--- src/rtl/spq_pkg.sv ---
package spq_pkg;

  // Default configuration
  localparam int unsigned DEPTH_DEF     = 16;
  localparam int unsigned PRIO_BITS_DEF = 16;
  localparam int unsigned PRIO_MAX_BITS = 32;

  // Field widths
  localparam int unsigned MODE_W = 2;
  localparam int unsigned ID_W   = 8;
  localparam int unsigned REQ_W  = 16;
  localparam int unsigned STAT_W = 2;
  localparam int unsigned OCC_W  = 5;

  // Operation codes
  typedef enum logic [MODE_W-1:0] {
    MODE_PUSH   = 2'd0,
    MODE_POP    = 2'd1,
    MODE_REMOVE = 2'd2,
    MODE_NONE   = 2'd3
  } spq_mode_t;

  // Result status codes
  typedef enum logic [STAT_W-1:0] {
    STAT_OK        = 2'd0,
    STAT_EMPTY     = 2'd1,
    STAT_FULL      = 2'd2,
    STAT_NOT_FOUND = 2'd3
  } spq_status_t;

  // Operation strobes broadcast to every cell
  typedef struct packed {
    logic push;
    logic pop;
    logic rm;
  } spq_ctl_t;

endpackage

--- src/rtl/sorted_priority_task_queue.sv ---
// Channel   Dir  Handshake            Payload
// in_       in   in_tvalid/in_tready   in_tdata: mode, task_id, priority_req
// out_      out  out_tvalid/out_tready out_tdata: served_id, status, occupancy
//
// One item per cycle: every cell compares against the item in parallel and
// shifts toward the head or tail in the same cycle; one result per item.
// The result sits in an output register from the cycle after its item is taken.
// in_tready is low only while a result waits and out_tready is low.
// Synchronous active-low reset empties the queue.
module sorted_priority_task_queue
  import spq_pkg::*;
#(
  parameter int unsigned DEPTH     = DEPTH_DEF,
  parameter int unsigned PRIO_BITS = PRIO_BITS_DEF
) (
  input  logic        clk,
  input  logic        rst_n,
  input  logic        in_tvalid,
  output logic        in_tready,
  input  logic [31:0] in_tdata,   // [1:0] mode, [9:2] task_id, [25:10] priority_req
  output logic        out_tvalid,
  input  logic        out_tready,
  output logic [15:0] out_tdata   // [7:0] served_id, [9:8] status, [14:10] occupancy
);

  localparam int unsigned CW = $clog2(DEPTH + 1);

  spq_mode_t            mode;
  logic [ID_W-1:0]      task_id;
  logic [REQ_W-1:0]     priority_req;
  logic [PRIO_MAX_BITS-1:0] prio_wide;
  logic [PRIO_BITS-1:0] prio_key;

  logic [PRIO_BITS-1:0] prio_q [DEPTH];
  logic [ID_W-1:0]      id_q   [DEPTH];
  logic [DEPTH-1:0]     used_q;
  logic [DEPTH-1:0]     take_q;
  logic [DEPTH-1:0]     hit_q;

  logic [PRIO_BITS-1:0] lft_prio [DEPTH];
  logic [ID_W-1:0]      lft_id   [DEPTH];
  logic [DEPTH-1:0]     lft_used;
  logic [DEPTH-1:0]     lft_take;
  logic [PRIO_BITS-1:0] rgt_prio [DEPTH];
  logic [ID_W-1:0]      rgt_id   [DEPTH];
  logic [DEPTH-1:0]     rgt_used;
  logic [DEPTH-1:0]     hit_in;

  spq_ctl_t             ctl;
  logic                 accept;
  logic                 full, empty, found;
  logic [CW-1:0]        cnt_r, cnt_nxt;
  logic [CW+OCC_W-1:0]  occ_wide;

  logic                 out_valid_r, out_valid_nxt;
  logic [ID_W-1:0]      served_r, served_nxt;
  spq_status_t          status_r, status_nxt;
  logic [OCC_W-1:0]     occ_r, occ_nxt;

  // Input unpacking
  assign mode         = spq_mode_t'(in_tdata[1:0]);
  assign task_id      = in_tdata[9:2];
  assign priority_req = in_tdata[25:10];
  assign prio_wide    = PRIO_MAX_BITS'(priority_req);
  assign prio_key     = prio_wide[PRIO_BITS-1:0];

  // Handshake
  assign in_tready = !out_valid_r || out_tready;
  assign accept    = in_tvalid && in_tready;

  assign full  = (cnt_r == CW'(DEPTH));
  assign empty = (cnt_r == '0);
  assign found = hit_q[DEPTH-1];

  assign ctl.push = accept && (mode == MODE_PUSH) && !full;
  assign ctl.pop  = accept && (mode == MODE_POP) && !empty;
  assign ctl.rm   = accept && (mode == MODE_REMOVE) && found;

  // Neighbor wiring along the chain
  assign lft_prio[0] = prio_key;
  assign lft_id[0]   = task_id;
  assign lft_used[0] = 1'b1;
  assign lft_take[0] = 1'b0;
  assign hit_in[0]   = 1'b0;
  assign rgt_prio[DEPTH-1] = '0;
  assign rgt_id[DEPTH-1]   = '0;
  assign rgt_used[DEPTH-1] = 1'b0;

  for (genvar i = 1; i < DEPTH; i++) begin : g_link
    assign lft_prio[i]   = prio_q[i-1];
    assign lft_id[i]     = id_q[i-1];
    assign lft_used[i]   = used_q[i-1];
    assign lft_take[i]   = take_q[i-1];
    assign hit_in[i]     = hit_q[i-1];
    assign rgt_prio[i-1] = prio_q[i];
    assign rgt_id[i-1]   = id_q[i];
    assign rgt_used[i-1] = used_q[i];
  end

  for (genvar i = 0; i < DEPTH; i++) begin : g_cell
    spq_cell #(
      .PRIO_BITS(PRIO_BITS)
    ) u_cell (
      .clk      (clk),
      .rst_n    (rst_n),
      .ctl      (ctl),
      .new_prio (prio_key),
      .new_id   (task_id),
      .lft_prio (lft_prio[i]),
      .lft_id   (lft_id[i]),
      .lft_used (lft_used[i]),
      .lft_take (lft_take[i]),
      .rgt_prio (rgt_prio[i]),
      .rgt_id   (rgt_id[i]),
      .rgt_used (rgt_used[i]),
      .hit_in   (hit_in[i]),
      .prio     (prio_q[i]),
      .id       (id_q[i]),
      .used     (used_q[i]),
      .take_out (take_q[i]),
      .hit_out  (hit_q[i])
    );
  end

  // Occupancy and result
  always_comb begin
    cnt_nxt    = cnt_r;
    served_nxt = '0;
    status_nxt = STAT_OK;
    if (ctl.push) begin
      cnt_nxt = cnt_r + CW'(1);
    end else if (ctl.pop || ctl.rm) begin
      cnt_nxt = cnt_r - CW'(1);
    end
    if (ctl.pop) begin
      served_nxt = id_q[0];
    end
    unique case (mode)
      MODE_PUSH:   if (full)   status_nxt = STAT_FULL;
      MODE_POP:    if (empty)  status_nxt = STAT_EMPTY;
      MODE_REMOVE: if (!found) status_nxt = STAT_NOT_FOUND;
      default:     status_nxt = STAT_OK;
    endcase
  end

  assign occ_wide = (CW+OCC_W)'(cnt_nxt);
  assign occ_nxt  = occ_wide[OCC_W-1:0];

  assign out_valid_nxt = accept || (out_valid_r && !out_tready);

  always_ff @(posedge clk) begin
    if (!rst_n) begin
      cnt_r       <= '0;
      out_valid_r <= 1'b0;
    end else begin
      cnt_r       <= accept ? cnt_nxt : cnt_r;
      out_valid_r <= out_valid_nxt;
    end
  end

  always_ff @(posedge clk) begin
    if (accept) begin
      served_r <= served_nxt;
      status_r <= status_nxt;
      occ_r    <= occ_nxt;
    end
  end

  assign out_tvalid = out_valid_r;
  assign out_tdata  = {1'b0, occ_r, status_r, served_r};

  // Occupied cells always form a run starting at the head
  a_used_contig: assert property (@(posedge clk) disable iff (!rst_n)
    ((used_q & (used_q + DEPTH'(1))) == '0))
    else $error("occupied cells not contiguous from head");

  // Count register tracks the number of occupied cells
  a_cnt_match: assert property (@(posedge clk) disable iff (!rst_n)
    ($countones(used_q) == int'(cnt_r)))
    else $error("count disagrees with occupied cells");

  // A push that is taken grows the queue by one
  a_push_grow: assert property (@(posedge clk) disable iff (!rst_n)
    ctl.push |=> (cnt_r == $past(cnt_r) + CW'(1)))
    else $error("push did not grow the queue");

  // A pop that is taken reports the old head
  a_pop_head: assert property (@(posedge clk) disable iff (!rst_n)
    ctl.pop |=> (out_tdata[7:0] == $past(id_q[0])))
    else $error("pop did not return head id");

endmodule

--- src/rtl/spq_cell.sv ---
module spq_cell
  import spq_pkg::*;
#(
  parameter int unsigned PRIO_BITS = PRIO_BITS_DEF
) (
  input  logic                 clk,
  input  logic                 rst_n,
  input  spq_ctl_t             ctl,
  input  logic [PRIO_BITS-1:0] new_prio,
  input  logic [ID_W-1:0]      new_id,
  // left neighbor (toward head)
  input  logic [PRIO_BITS-1:0] lft_prio,
  input  logic [ID_W-1:0]      lft_id,
  input  logic                 lft_used,
  input  logic                 lft_take,
  // right neighbor (toward tail)
  input  logic [PRIO_BITS-1:0] rgt_prio,
  input  logic [ID_W-1:0]      rgt_id,
  input  logic                 rgt_used,
  input  logic                 hit_in,
  output logic [PRIO_BITS-1:0] prio,
  output logic [ID_W-1:0]      id,
  output logic                 used,
  output logic                 take_out,
  output logic                 hit_out
);

  logic [PRIO_BITS-1:0] prio_r, prio_nxt;
  logic [ID_W-1:0]      id_r, id_nxt;
  logic                 used_r, used_nxt;
  logic                 pull;

  // Insert region: empty cell or new priority at least as high as ours
  assign take_out = !used_r || (new_prio >= prio_r);
  // Remove region: first matching id at or ahead of this cell
  assign hit_out  = hit_in || (used_r && (id_r == new_id));
  assign pull     = ctl.pop || (ctl.rm && hit_out);

  always_comb begin
    prio_nxt = prio_r;
    id_nxt   = id_r;
    used_nxt = used_r;
    if (ctl.push && take_out) begin
      // shift toward tail, or take the new item at the boundary
      prio_nxt = lft_take ? lft_prio : new_prio;
      id_nxt   = lft_take ? lft_id : new_id;
      used_nxt = used_r || lft_used;
    end else if (pull) begin
      // shift toward head
      prio_nxt = rgt_prio;
      id_nxt   = rgt_id;
      used_nxt = rgt_used;
    end
  end

  always_ff @(posedge clk) begin
    if (!rst_n) begin
      used_r <= 1'b0;
    end else begin
      used_r <= used_nxt;
    end
  end

  always_ff @(posedge clk) begin
    prio_r <= prio_nxt;
    id_r   <= id_nxt;
  end

  assign prio = prio_r;
  assign id   = id_r;
  assign used = used_r;

endmodule

--- config.mk ---
export PLATFORM = sky130hd
export DESIGN_NAME = sorted_priority_task_queue
export DESIGN_NICKNAME = d
export VERILOG_FILES = /design/src/rtl/spq_pkg.sv /design/src/rtl/sorted_priority_task_queue.sv /design/src/rtl/spq_cell.sv
export SDC_FILE = /design/constraint.sdc
export NUM_CORES = 1
export LEC_CHECK = 0
export BUFFER_PORTS_ARGS = -buffer_cell sky130_fd_sc_hd__buf_2
export CAP_MARGIN = 20
export CORE_MARGIN = 4
export CORE_UTILIZATION = 55
export DETAILED_ROUTE_END_ITERATION = 16
export GPL_TIMING_DRIVEN = 0
export HOLD_SLACK_MARGIN = 0.06
export PLACE_DENSITY_LB_ADDON = 0.25
export SLEW_MARGIN = 40
export SYNTH_ARGS = -nofsm -noshare
export SYNTH_HDL_FRONTEND = slang
export SYNTH_SLANG_ARGS = --single-unit
--- constraint.sdc ---
create_clock -name clk -period 8.35 [get_ports clk]
set_input_delay 1.2525 -clock clk [delete_from_list [all_inputs] [get_ports clk]]
set_output_delay 1.2525 -clock clk [all_outputs]
set_load 0.03 [all_outputs]
Word level (Yosys, flattened, before mapping)
Cells that the tools add are included.

word-level totals
  flip-flop bits (word level) = 421
  output and inout port bits = 18
  logic and storage cells = 381

operators by class
  add/subtract/negate cells = 2
  magnitude comparators = 16
  eq/ne operators = 19
  multiplexer cells = 132
  reduce and logical (&&, ||, !) cells = 159

operators by type and width
  kind                                                 count
  2-to-1 mux 16 bit                                    47
  2-to-1 mux 8 bit                                     47
  greater-or-equal comparator 16 bit                   16
  equality test 8 bit                                  16
  logical OR 1 bit                                     65
  logical AND 1 bit                                    56
  2-to-1 mux 1 bit                                     33
  nonzero test 2 bit                                   16
  zero test 1 bit                                      20
  2-to-1 mux 5 bit                                     2
  one-hot mux 2 bit (3 select lines)                   1
  adder 5 x 1 -> 5 bit, second input constant          1
  equality test 5 bit, second input constant           1
  zero test 5 bit                                      1
  subtractor 5 x 1 -> 5 bit, second input constant     1
  2-to-1 mux 2 bit                                     2
  equality test 2 x 1 -> 1 bit, second input constant  1
  equality test 2 bit, second input constant           1
  zero test 2 bit                                      1

Depth between registers and ports, before layout
  word-level depth = 22
  mapped depth = 15

Modules after synthesis
From an unflattened synthesis, not the netlist that was laid out.

second synthesis, totals
  cell total of the unflattened synthesis = 2987
  area total of the unflattened synthesis = 30158.9 um^2

modules (own cells, without submodules)
  module                            times used  cells each  area each (um^2)  seq. area each (um^2)
  spq_cell at g_cell[0].u_cell ...  11          180         1810.5            740.7
  spq_cell at g_cell[5].u_cell ...  5           180         1816.7            740.7
  sorted_priority_task_queue        1           107         1159.9            570.5

Worst setup path before layout
OpenSTA, ideal clock, no wires.

  path type = input port to flip-flop
  from = input port in_tdata[10]
  to = register g_cell[9].u_cell.id_r[0] (enable)
  setup time = 0.438 ns
  arrival = 5.282 ns
  data required time = 7.912 ns
  slack = 2.629 ns
  stages on the path = 12
  cells stage by stage = clkbuf_1 -> clkinv_1 -> ha_1 -> nand2b_1 -> a21o_1 -> a21oi_1 -> o21a_1 -> o211ai_1 -> a41oi_1 -> buf_2 -> buf_2 -> o21ai_0

between the ends
  word-level cells in the longest chain between the ends = 4

ends and longest elaborated chain
  element                              RTL line                          source
  start: declaration                   sorted_priority_task_queue.sv:20  input logic [31:0] in_tdata,
  greater-or-equal comparator 16 bit   spq_cell.sv:34                    assign take_out = !used_r || (new_prio >= prio_r);
  logical OR 1 bit                     spq_cell.sv:34
  logical AND 1 bit                    spq_cell.sv:43                    if (ctl.push && take_out) begin
  nonzero test 2 bit (no source line)  -
  end signal: assignment               spq_cell.sv:66                    id_r <= id_nxt;
  end: declaration                     spq_cell.sv:29                    logic [ID_W-1:0] id_r, id_nxt;

No other way between the ends.
A chain may end at the register's enable or synchronous reset.

Worst setup path in the final report
  from = input port in_tdata[10]
  to = register g_cell[2].u_cell.prio_r[5] (enable)

between the ends
  word-level cells in the longest chain between the ends = 4

ends and longest elaborated chain
  element                              RTL line        source
  greater-or-equal comparator 16 bit   spq_cell.sv:34
  logical OR 1 bit                     spq_cell.sv:34
  logical AND 1 bit                    spq_cell.sv:43
  nonzero test 2 bit (no source line)  -
  end signal: assignment               spq_cell.sv:65  prio_r <= prio_nxt;
  end: declaration                     spq_cell.sv:28  logic [PRIO_BITS-1:0] prio_r, prio_nxt;

No other way between the ends.

==> impl.org <==
** Run status
- The flow ran to the end, and the final reports show no timing, DRC or antenna violations.

** Clocking
- Number of clock sinks seen by CTS :: 421
- The number of clock buffers added by TritonCTS is 49.
- In this run, post-CTS repair resized a total of 0 instances.
- Clock latency of the later-clocked register in the worst-skew pair :: slightly above 0.6 ns
- Clock tree from TritonCTS :: yes
- Quantity of hold-fixing buffers added after cts :: 0
- Counting along the longest clock path gives a buffer depth of 3.
- The root buffer cell chosen for the clock tree is sky130_fd_sc_hd__clkbuf_16.
- Buffers added to address setup during post-CTS repair amount to 0.
- Total number of H-tree levels :: 2
- Clock-pin slew was measured on the worst setup and hold paths at approximately 0.060 ns.

** Floorplan
- Number of ports placed on the die boundary :: 54
- Floorplan core area :: ~0.052 mm^2
- Number of rows created at floorplan :: 84
- The initial utilization of the core area, before any placement, comes to 0.555.
- Die boundary height :: between 200 and 250 um
- The floorplan step defined a die boundary enclosing about 0.057 mm^2.
- The die is about 240 um wide.

** Placement
- The congestion estimate from routability-driven global placement came to about 0.95.
- IO Port Bufs :: 36
- Cell area after placement :: between 0.03 and 0.04 mm^2
- Cell Count Post-Placement :: 3710
- Once detailed placement completed, the half-perimeter wirelength came to 71.0 mm.
- Post-place setup slack :: approximately 2.4 ns

** STA
- Minimum clock period after layout :: between 5 and 6 ns
- # setup viols final :: 0
- The total count of max-transition violations in the final report came to 0.
- Setup repair after global routing missed its margin :: no
- Once routing completed, OpenROAD measured the worst setup slack at between 2 and 3 ns.
- The worst pin sits at a relative slew slack of 0.348.
- The number of hold violations in the final report is 0.
- At the pin with the least slew margin, the transition time is 0.977 ns.
- Final setup TNS :: 0 ns
- In the finished design, the share of the clock period the worst path needs comes to 0.652.
- The clock arrives with approximately 0.028 ns of skew.
- Maximum achievable frequency :: approximately 180 MHz

** Logic synthesis
- Of the total synthesized cell area, the portion taken by full adders, half adders and majority gates is 0.111.
- The synthesized-area fraction occupied by ao, oa, aoi and oai cells was 0.128.
- Xor/xnor cell area share of the yosys netlist :: 0.0391
- Yosys attributes the largest share of cell area to sky130_fd_sc_hd__edfxtp_1 41%, sky130_fd_sc_hd__ha_1 11%, sky130_fd_sc_hd__mux2i_1 9.9%, sky130_fd_sc_hd__a21oi_1 5.4%, sky130_fd_sc_hd__nor2_1 3.8%.
- Netlist area before placement :: between 0.02 and 0.03 mm^2
- The share of synthesized area in the top cell type comes to 0.412.
- The synthesized design contains ~400 enable-type register cells.
- Share of cell area taken by muxes after synthesis :: 0.116
- Synth warn :: 0
- Post-synthesis average cell area :: between 9 and 10 um^2
- Synth cell types :: a little under 80
- Instance count of the mapped netlist :: around 3000
- Area share of and/or/nand/nor cells after synthesis :: 0.113
- Of the synthesized area, sequential elements account for 0.427.
- The synthesized design spends more area on one cell type than any other, namely sky130_fd_sc_hd__edfxtp_1.
- Register bit total from synthesis :: 421
- Combinational family with the most area after synthesis :: compound AO/OA/AOI/OAI gates
- Synthesized net count :: about 3300
- Async set-or-reset flop fraction in the synthesized netlist :: 0
- Most used DFF post-synth :: sky130_fd_sc_hd__edfxtp_1

** Global route
- Entering global routing, the biggest net connects 26 pins.
- The initial antenna violation count came to 1.
- Global-route wire length before repair :: approximately 150 mm
- For this run the aggregate overflow at the end of global routing stands at 0.
- Vias in the first global route :: 24600
- In the global route stage, overall resource usage came out at 0.338.

** Setup path
- Data on the critical path arrives at its endpoint at ~5.7 ns.
- Type of destination of the critical path :: register
- Along the worst path, the maximum fanout reaches 24.
- Worst EP required :: between 8 and 9 ns
- The worst setup path is of the input port to register kind.
- For this run, the slowest stage of the critical path takes between 0.6 and 0.7 ns.
- Series of cell instances along the critical path :: clkbuf_2, clkinv_2, ha_1, nand2b_1, a21o_1, a21o_1, a21oi_1, o21ai_0, a21oi_1, nand2b_1, clkbuf_1, clkbuf_1, nand2_2
- STA classifies the critical path startpoint as an input port.
- Among all stages on the critical path, the largest delay is contributed by sky130_fd_sc_hd__clkinv_2.
- Setup slack on the worst reg-to-reg path comes out at between 4 and 5 ns.

** Worst hold path
- Kind of path behind the tightest hold check :: register to register

** Finish
- The library cell used most frequently in the layout, excluding fill and tap cells, is sky130_fd_sc_hd__edfxtp_1.
- After filler insertion, the fill cell instance count of the layout stands at 4458.
- After routing the design area is 0.0319 mm^2.
- The library cells used most frequently in the layout, excluding fill and tap cells, are 399 x sky130_fd_sc_hd__edfxtp_1, 316 x sky130_fd_sc_hd__a21oi_1, 297 x sky130_fd_sc_hd__nor2_1, 288 x sky130_fd_sc_hd__mux2i_1, 259 x sky130_fd_sc_hd__inv_1.
- Area taken by flip-flops and latches :: between 0.01 and 0.015 mm^2
- Fraction of final layout cells sized beyond drive strength 1 :: 0.0967
- Relative to the synthesized area, the layout overhead comes to 9.56%.
- Multi-input combinational cell area :: about 0.015 mm^2
- Inserted Diodes :: 0
- Finished Layout Cells :: approximately 3800
- Total Nets Final :: between 3000 and 4000

** Drt
- Dividing the detail-routed via count by the number of cells gives approximately 6.4.
- Number of DRC markers in iteration 0 :: between 2000 and 2500
- Aggregate routed wire length :: between 90 and 100 mm
- After detailed routing, the number of remaining DRC violations is 0.
- Residual antenna-violating net count after detailed routing :: 0
- Detailed-route via count :: approximately 24000
- Before antenna repair, the detailed router went through 7 iterations.
- In the final routed layout, each cell accounts on average for roughly 26 um.

** Power and ir drop
- Total Power :: approximately 5600 uW
- Leakage power total :: about 0.014 uW
- Dividing total power by cell area gives a power density of roughly 180 mW/mm^2.
- The worst-case IR drop observed on VDD is 0.000151 V.

** Run
- MaxCap Viol Count :: 0
==> metrics by stage <==
step	util	hold WS (ns)
finish	0.608	0.565
global route	0.608	0.594
CTS	0.608	0.571
detailed placement	0.578	0.557
global placement	0.575	0.551
floorplan	-	0.507
==> state kept, by name (all words and copies together) (netlist names) <==
register,flops
occ_r,5
g_cell.u_cell.prio,256
out_tvalid,1
status_r,2
cnt_r,5
served_r,8
g_cell.u_cell.id,128
g_cell.u_cell.used,16
==> kinds of logic (layout without fill, tap and decap cells) <==
family                   after synthesis  count (layout)
other                                  1               1
buffers and inverters                444             577
adder cells (fa/ha/maj)              258             258
AND/OR/NAND/NOR                      732             732
AO/OA/AOI/OAI                        664             664
XOR/XNOR                             130             130
multiplexers                         331             331
flip-flops                           421             421
==> where the power goes <==
part	switching (uW)	leakage, uW	internal, uW
Sequential	104	0.00386	2450
Clock	917	0.000774	1240
Combinational	579	0.00925	322
Total	1600	0.0139	4010
==> final timing paths <==
kind                                               start                       end  cells after the start
worst max-delay path                        in_tdata[10]  g_cell[2].u_cell.prio[5]                     13
worst min-delay path            g_cell[1].u_cell.prio[1]  g_cell[0].u_cell.prio[1]                      1
worst max register to register  g_cell[2].u_cell.prio[0]  g_cell[2].u_cell.prio[5]                     11
worst min register to register  g_cell[1].u_cell.prio[1]  g_cell[0].u_cell.prio[1]                      1
==> layout make-up <==
class                           instances  area share
Timing Repair Buffer                   41     0.00789
Inverter                              262      0.0309
Buffer                                182      0.0298
Sequential cell                       421       0.390
Multi-Input combinational cell       2116       0.465
Tap cell                              688      0.0270
Clock buffer                           66      0.0427
Clock inverter                         26     0.00671
==> cell usage after synthesis (19+ instances only) <==
| cell type | instances |
|---|---|
| sky130_fd_sc_hd__o21ai_0 | 212 |
| sky130_fd_sc_hd__xor2_1 | 22 |
| sky130_fd_sc_hd__buf_2 | 63 |
| sky130_fd_sc_hd__inv_1 | 259 |
| sky130_fd_sc_hd__mux2i_1 | 288 |
| sky130_fd_sc_hd__dfxtp_1 | 22 |
| sky130_fd_sc_hd__nand3_1 | 34 |
| sky130_fd_sc_hd__nand4_1 | 36 |
| sky130_fd_sc_hd__mux2_2 | 39 |
| sky130_fd_sc_hd__xnor2_1 | 108 |
| sky130_fd_sc_hd__nor2b_1 | 19 |
| sky130_fd_sc_hd__nor2_1 | 297 |
| sky130_fd_sc_hd__edfxtp_1 | 399 |
| sky130_fd_sc_hd__nand2b_1 | 30 |
| sky130_fd_sc_hd__a21o_1 | 51 |
| sky130_fd_sc_hd__clkbuf_1 | 85 |
| sky130_fd_sc_hd__ha_1 | 258 |
| sky130_fd_sc_hd__a21oi_1 | 316 |
| sky130_fd_sc_hd__nor3_1 | 39 |
| sky130_fd_sc_hd__nand2_1 | 208 |
==> layer usage <==
metal | track usage | part of all wire | vias to the layer above
li1 | - | - | 10800
met1 | 0.422 | 0.38 | 11800
met2 | 0.567 | 0.47 | 1264
met3 | 0.0477 | 0.080 | 364
met4 | 0.189 | 0.067 | 0
met5 | 0 | 0 | -
==> worst max-delay path, delay by kind of cell <==
family / cells / cell delay [ns]
buffers and inverters: 4 / 1.86
AO/OA/AOI/OAI: 5 / 1.10
AND/OR/NAND/NOR: 3 / 0.88
adder cells (fa/ha/maj): 1 / 0.53
Note: power is estimated with default switching activity, not from simulation.
